File: src/hw/rtl/otf_pkg.sv
// Shared types and constants for the Otsu threshold finder.
package otf_pkg;

  localparam int PIX_W = 8;
  localparam int CNT_W = 21;
  localparam int SUM_W = 29;
  localparam int PP_W  = 50;
  localparam int DIF_W = 49;
  localparam int DEN_W = 42;
  localparam int SQ_W  = 98;
  localparam int CMP_W = 140;
  localparam int PRD_W = 147;
  localparam int BINS  = 256;
  localparam logic [PIX_W-1:0] LVL_LAST = PIX_W'(BINS - 1);

  typedef enum logic [1:0] {
    MUL_SQ,
    MUL_LHS,
    MUL_RHS
  } mul_sel_t;

  typedef struct packed {
    logic             accept_en;
    logic             clr;
    logic [PIX_W-1:0] lvl;
    logic             sweep_init;
    logic             upd;
    logic             prod;
    logic             diff;
    logic             mul_start;
    mul_sel_t         mul_sel;
    logic             save_sq;
    logic             save_lhs;
    logic             take_first;
    logic             take_cmp;
    logic             out_load;
  } cmd_t;

  typedef struct packed {
    logic last_fire;
    logic eval;
    logic mul_busy;
    logic bden_zero;
    logic out_full;
  } sts_t;

endpackage

File: src/hw/rtl/otf_ctrl.sv
// Controller: reset clear pass, frame accumulation and per-level sweep sequencing.
module otf_ctrl import otf_pkg::*; (
  input  logic clk,
  input  logic rst_n,
  input  sts_t sts,
  output cmd_t cmd
);

  typedef enum logic [3:0] {
    S_CLR, S_ACC, S_DRAIN, S_RD, S_UPD, S_PROD, S_DIFF, S_SQ, S_SQW,
    S_DEC, S_LHSW, S_RHS, S_RHSW, S_NXT, S_FIN
  } state_t;

  state_t           state_r, state_nxt;
  logic [PIX_W-1:0] lvl_r, lvl_nxt;

  always_comb begin
    state_nxt = state_r;
    lvl_nxt   = lvl_r;
    cmd       = '0;
    cmd.lvl   = lvl_r;
    cmd.mul_sel = MUL_SQ;
    case (state_r)
      S_CLR: begin
        cmd.clr = 1'b1;
        lvl_nxt = lvl_r + PIX_W'(1);
        if (lvl_r == LVL_LAST) begin
          state_nxt = S_ACC;
        end
      end
      S_ACC: begin
        cmd.accept_en = 1'b1;
        if (sts.last_fire) begin
          state_nxt = S_DRAIN;
        end
      end
      S_DRAIN: begin
        cmd.sweep_init = 1'b1;
        lvl_nxt = '0;
        state_nxt = S_RD;
      end
      S_RD: begin
        cmd.clr = 1'b1;
        state_nxt = S_UPD;
      end
      S_UPD: begin
        cmd.upd = 1'b1;
        state_nxt = sts.eval ? S_PROD : S_NXT;
      end
      S_PROD: begin
        cmd.prod = 1'b1;
        state_nxt = S_DIFF;
      end
      S_DIFF: begin
        cmd.diff = 1'b1;
        state_nxt = S_SQ;
      end
      S_SQ: begin
        cmd.mul_start = 1'b1;
        cmd.mul_sel = MUL_SQ;
        state_nxt = S_SQW;
      end
      S_SQW: begin
        if (!sts.mul_busy) begin
          cmd.save_sq = 1'b1;
          state_nxt = S_DEC;
        end
      end
      S_DEC: begin
        if (sts.bden_zero) begin
          cmd.take_first = 1'b1;
          state_nxt = S_NXT;
        end else begin
          cmd.mul_start = 1'b1;
          cmd.mul_sel = MUL_LHS;
          state_nxt = S_LHSW;
        end
      end
      S_LHSW: begin
        if (!sts.mul_busy) begin
          cmd.save_lhs = 1'b1;
          state_nxt = S_RHS;
        end
      end
      S_RHS: begin
        cmd.mul_start = 1'b1;
        cmd.mul_sel = MUL_RHS;
        state_nxt = S_RHSW;
      end
      S_RHSW: begin
        if (!sts.mul_busy) begin
          cmd.take_cmp = 1'b1;
          state_nxt = S_NXT;
        end
      end
      S_NXT: begin
        if (lvl_r == LVL_LAST) begin
          state_nxt = S_FIN;
        end else begin
          lvl_nxt = lvl_r + PIX_W'(1);
          state_nxt = S_RD;
        end
      end
      S_FIN: begin
        if (!sts.out_full) begin
          cmd.out_load = 1'b1;
          state_nxt = S_ACC;
        end
      end
      default: begin
        state_nxt = S_CLR;
      end
    endcase
  end

  always_ff @(posedge clk) begin
    if (!rst_n) begin
      state_r <= S_CLR;
      lvl_r   <= '0;
    end else begin
      state_r <= state_nxt;
      lvl_r   <= lvl_nxt;
    end
  end

endmodule

File: config.mk
export PLATFORM = sky130hd
export DESIGN_NAME = otf_ctrl
export DESIGN_NICKNAME = d
export VERILOG_FILES = /design/src/hw/rtl/otf_pkg.sv /design/src/hw/rtl/otf_ctrl.sv
export SDC_FILE = /design/constraint.sdc
export NUM_CORES = 1
export LEC_CHECK = 0
export ABC_AREA = 1
export CAP_MARGIN = 40
export CORE_UTILIZATION = 36
export DETAILED_ROUTE_END_ITERATION = 10
export DONT_BUFFER_PORTS = 1
export SYNTH_ARGS = -nofsm -noshare
export SYNTH_HDL_FRONTEND = slang
export SYNTH_SLANG_ARGS = --single-unit
File: constraint.sdc
create_clock -name clk -period 1.97 [get_ports clk]
set_clock_uncertainty 0.15 [all_clocks]
set_input_delay 0.0985 -clock clk [delete_from_list [all_inputs] [get_ports clk]]
set_output_delay 0.0985 -clock clk [all_outputs]
set_load 0.005 [all_outputs]
Word level (Yosys, flattened, before mapping)
Index checks and enable logic that the tools add are counted.
Widths: inputs -> output; s select.
{ "totals": {"ff_bits": 12, "latch_bits": 0, "mem_bits_rw": 0, "romBits": 0, "input_bits": 7, "output_inout_bits": 22, "wordCells": 58, "memories": 0} }
{ "classes": {"add_sub_neg": 1, "n_mul": 0, "div_mod_pow": 0, "n_lt_le_gt_ge": 0, "n_eq_ne": 22, "shifts": 0, "mux": 28, "bitwise_logic": 0, "n_reduce_logical": 5} }
{ "ops": {"columns": ["op", "n"], "rows": [
  ["$pmux 4 s15", 1],
  ["$mux 4", 8],
  ["$eq 4x4->1 const B", 7],
  ["$pmux 8 s3", 1],
  ["$eq 4x3->1 const B", 4],
  ["$mux 1", 14],
  ["$ne 2x2->1 const B", 7],
  ["$pmux 3 s3", 1],
  ["$add 8x1->8 const B", 1],
  ["$eq 4x2->1 const B", 2],
  ["$eq 8x8->1 const B", 1],
  ["$mux 8", 1],
  ["$mux 3", 2],
  ["$reduce_and 6->1", 1],
  ["$eq 4x1->1 const B", 1],
  ["$logic_not 4->1", 1],
  ["$reduce_bool 3->1", 1],
  ["$reduce_and 2->1", 1],
  ["$reduce_or 2->1", 1]
]} }

Longest topological paths before layout
{ "logic_depth": {"depth_word": 3, "ltp_mapped": 10, "mapped_depth_nobuf": 10} }

Least setup slack after synthesis
Ideal clock, no wire load.
{ "synth_timing": {"kind": "reg2reg", "startpoint": "reg lvl_r[0]", "endpoint": "reg lvl_r[4]", "setup_ns": 0.115, "arrival_time_ns": 1.278, "t_required_ns": 1.705, "slack_ns": 0.427, "path_stages_with_launch": 10, "n_path_buf": 1, "synth_period_minus_slack_ns": 1.543, "path_cell_list": "dfxtp_1 ha_1 inv_2 nor2_2 nand2_2 nand2_2 o21ai_2 buf_6 a21oi_1 nor2_1"} }
{ "synth_via": {"elab_chain_cells": 3, "word_cells_on_any_way": 6, "classes_between": "add/sub: 1; eq/ne: 2; mux: 2; reduce/logical: 1"} }
{ "synth_lines": {"columns": ["element", "line_no", "source"], "rows": [
  ["start: declaration", "otf_ctrl.sv:15", "logic [PIX_W-1:0] lvl_r, lvl_nxt;"],
  ["start signal: assignment", "otf_ctrl.sv:122", "lvl_r <= lvl_nxt;"],
  ["$add 8x1->8 / $eq 8x8->1 (equally long branches)", "otf_ctrl.sv:26, otf_ctrl.sv:100, otf_ctrl.sv:97", null],
  ["$mux 8 / $ne 2x2->1 (equally long branches)", null, null],
  ["$pmux 8 s3 / $reduce_and 2->1 (equally long branches)", null, null]
]} }
Several ways; a longest one is shown, not always the timed one. The select of a mux whose other input is x is not followed.
A chain may end at the register's enable or synchronous reset.

Worst setup path after layout
{ "layout_timing": {"startpoint": "reg state_r[0]", "endpoint": "reg state_r[2]"} }
{ "layout_via": {"elab_chain_cells": 3, "word_cells_on_any_way": 23, "classes_between": "eq/ne: 20; mux: 1; reduce/logical: 2"} }
{ "layout_lines": {"columns": ["element", "line_no", "source"], "rows": [
  ["start: declaration", "otf_ctrl.sv:14", "state_t state_r, state_nxt;"],
  ["start signal: assignment", "otf_ctrl.sv:121", "state_r <= state_nxt;"],
  ["$eq 4x1->1 (tied with other cells)", "otf_ctrl.sv:23", "case (state_r)"],
  ["$ne 2x2->1 (no line)", null, null],
  ["$reduce_and 6->1 (no line)", null, null]
]} }
Several ways; a longest one is shown, not always the timed one.

==> flow_summary.ini <==
[synth]
netlist_area_um2 = 933
post-synth-top-count-cell = nand2_1
synth-main-ff-cell = dfxtp_1
syn_inst = 165
synth.area.top_cells = dfxtp_1 26%, nand2_1 20%, nor2_1 10%
synth_top_area_frac = 0.257
synth.avg_cell_area_um2 = 5.66
yosys.area.top_type = dfxtp_1
syn_nets = 173
yosys-top-cells-count = 50 x nand2_1, 25 x nor2_1, 24 x inv_1, 14 x nand3_1, 12 x dfxtp_1
synth-async-reset-ratio = 0
synth_edf_count = 0
ys_seq_elements = 12
yosys_warnings = 0
ys_seq_area_frac = 0.257
ys_types = 19

[global_route]
grt_pass1_vias = 875
grt_pass1_wl_mm = 3.73
antenna_found_initial = 0
gr-usage-all-layers = 0.181
grt_max_degree = 13
gr-total-overflow = 0

[cts]
cts_root_buf = clkbuf_4
cts_tree = built
cts_setup_buffers = 0
clock_latency_ns = 0.27
htree_num_levels = 1
clkTransAtPathRegs_ns = 0.07
clockBufferDepth = 2
cts_buffers = 3
cts.sinks = 12

[power_and_ir_drop]
ir_drop_uv = 390
p_switching_mw = 0.0983
leakagePower_nw = 0.528
power_frac_clock = 0.405
cellPowerDensity_nw_per_um2 = 461
p_seq_frac = 0.542
internal_power_mw = 0.371
p_comb_frac = 0.052
switching_share = 0.209
power_mw = 0.470

[detailed_routing]
viasPerCell = 4.98
final_antenna_net_count = 0
drtPass1Iterations = 4
vias = 996
wire_per_inst_um = 11.1
wl_mm = 2.23
drt-initial-drc-count = 21
drc = 0

[worst_hold_path]
min_path_type = primary input to flip-flop

[run]
max_cap_violations = 0

[setup_path]
endpoint_kind = flip-flop
cp_num_buf_inv = 2
worst-path-max-fanout = 8
crit_slowest_cell = dlygate4sd3_1
crit_family = buffers and inverters
arrival_ns = 1.87
start_kind = flip-flop
cp_slowest_stage_delay_ns = 0.55
worstPathRequired_ns = 2.02
crit_path_cell_trace = nor2_1 -> nand3_1 -> nand2_1 -> dlygate4sd3_1 -> inv_1 -> a21oi_1
worst-setup-path-type = flip-flop to flip-flop

[cells_and_area]
diodes = 0
nets = 179
seq_area_um2 = 241
drive_gt1_frac = 0.129
num-fill-cells = 278
areaGrowthSynthToFinish_pct = 9.12
multiInputGateArea_um2 = 554

[place]
port_buffers = 0
dp_hpwl_mm = 1.79
place.gp.congestion = 0.866

[timing]
hold_violations = 0
finalSetupViolCount = 0
slew_viol_final = 0
worstMarginPinSlew_ns = 0.441
rsz0062_at_grt = no
min_period_over_period = 0.925
fin_crit_ns = 1.82
slew_headroom = 0.706
tns_ns = 0
timing.fmax_mhz = 549

[floorplanning]
io_pins = 29
start_util = 0.380
dieArea_um2 = 2800
die_x_um = 52.9
die_h_um = 52.9
rows = 18
core_area_um2 = 2450

[run_status]
outcome = complete, no violations
[final timing paths]
| kind | start | endpoint | slack (ns) | cells past startpoint |
|---|---|---|---|---|
| worst min register to register | state_r[3]$_SDFFE_PN0P_ | state_r[3]$_SDFFE_PN0P_ | 0.37 | 2 |
| worst max register to register | state_r[0]$_SDFFE_PN0P_ | state_r[2]$_SDFFE_PN0P_ | 0.15 | 6 |
| worst min-delay path | sts[3] | state_r[3]$_SDFFE_PN0P_ | 0.05 | 5 |
| worst max-delay path | state_r[0]$_SDFFE_PN0P_ | state_r[2]$_SDFFE_PN0P_ | 0.15 | 6 |
[kinds of logic after synthesis]
logic type                 count (synthesis)  synth area share
AOI/OAI and AO/OA                         13            0.0804
adders and majority gates                  1            0.0134
buffers and inverters                     32             0.149
DFF                                       12             0.257
and+or+nand+nor                          107             0.500
[registers in the layout, indices dropped and copies added, names as in the netlist]
register,cells
lvl_r,8
state_r,4
[cells in the final DEF, fill, tap and decap left out]
master / n
nand2_1: 50
a21oi_1: 10
ha_1: 1
inv_2: 5
clkbuf_4: 3
nor2_1: 25
nor3_1: 3
dfxtp_1: 11
inv_1: 24
dfxtp_2: 1
o21ai_1: 1
nand3b_1: 1
nand2_2: 4
o21ai_2: 1
nand4_1: 4
clkbuf_8: 1
nand3_1: 14
dlygate4sd3_1: 4
a21boi_2: 1
nor2_2: 5
nor2_4: 1
[metrics by stage]
step                std cells  worst slack, ns  hold slack [ns]  instance area (um2)  utilization
floorplan                 165            0.427           0.0770                  933            -
global placement          192            0.280           0.0818                  941        0.383
detailed placement        192            0.225           0.0825                  941        0.383
CTS                       200           0.0797           0.0406                 1020        0.414
global route              200          0.00601           0.0601                 1020        0.415
finish                    200            0.148           0.0519                 1020        0.415
[metal layers]
layer / global-route usage / up-vias / part of all wire
met1: 0.217 / 438 / 0.45
met5: 0 / - / 0
li1: - / 520 / -
met3: 0.0287 / 4 / 0.051
met4: 0.0789 / 0 / 0.014
met2: 0.312 / 34 / 0.49
[timing repair]
| action | in CTS | in global routing |
|---|---|---|
| setup endpoints to repair | 0 | 1 |
| hold buffers | 4 | 0 |
| resized for setup | 0 | 1 |
| hold endpoints to repair | 7 | 0 |
[power by group through the flow]
stage               clock network [mW]  logic (mW)  registers [mW]
CTS                              0.203      0.0245           0.255
floorplan                            0      0.0153           0.259
global route                     0.212      0.0281           0.256
global placement                     0      0.0188           0.260
finish                           0.190      0.0245           0.255
detailed placement                   0      0.0190           0.261
[final cells by class]
cell class	count	area share
well taps	30	0.0369
repair buffers	4	0.0393
flip-flops and latches	12	0.237
inverters	29	0.107
multi-input cells	121	0.544
clock buffers	4	0.0356
[worst min-delay path, delay by kind of cell]
kind | cells | cell delay, ns
compound gates | 1 | 0.05
simple gates | 4 | 0.27
(Power assumes the default switching activity.)
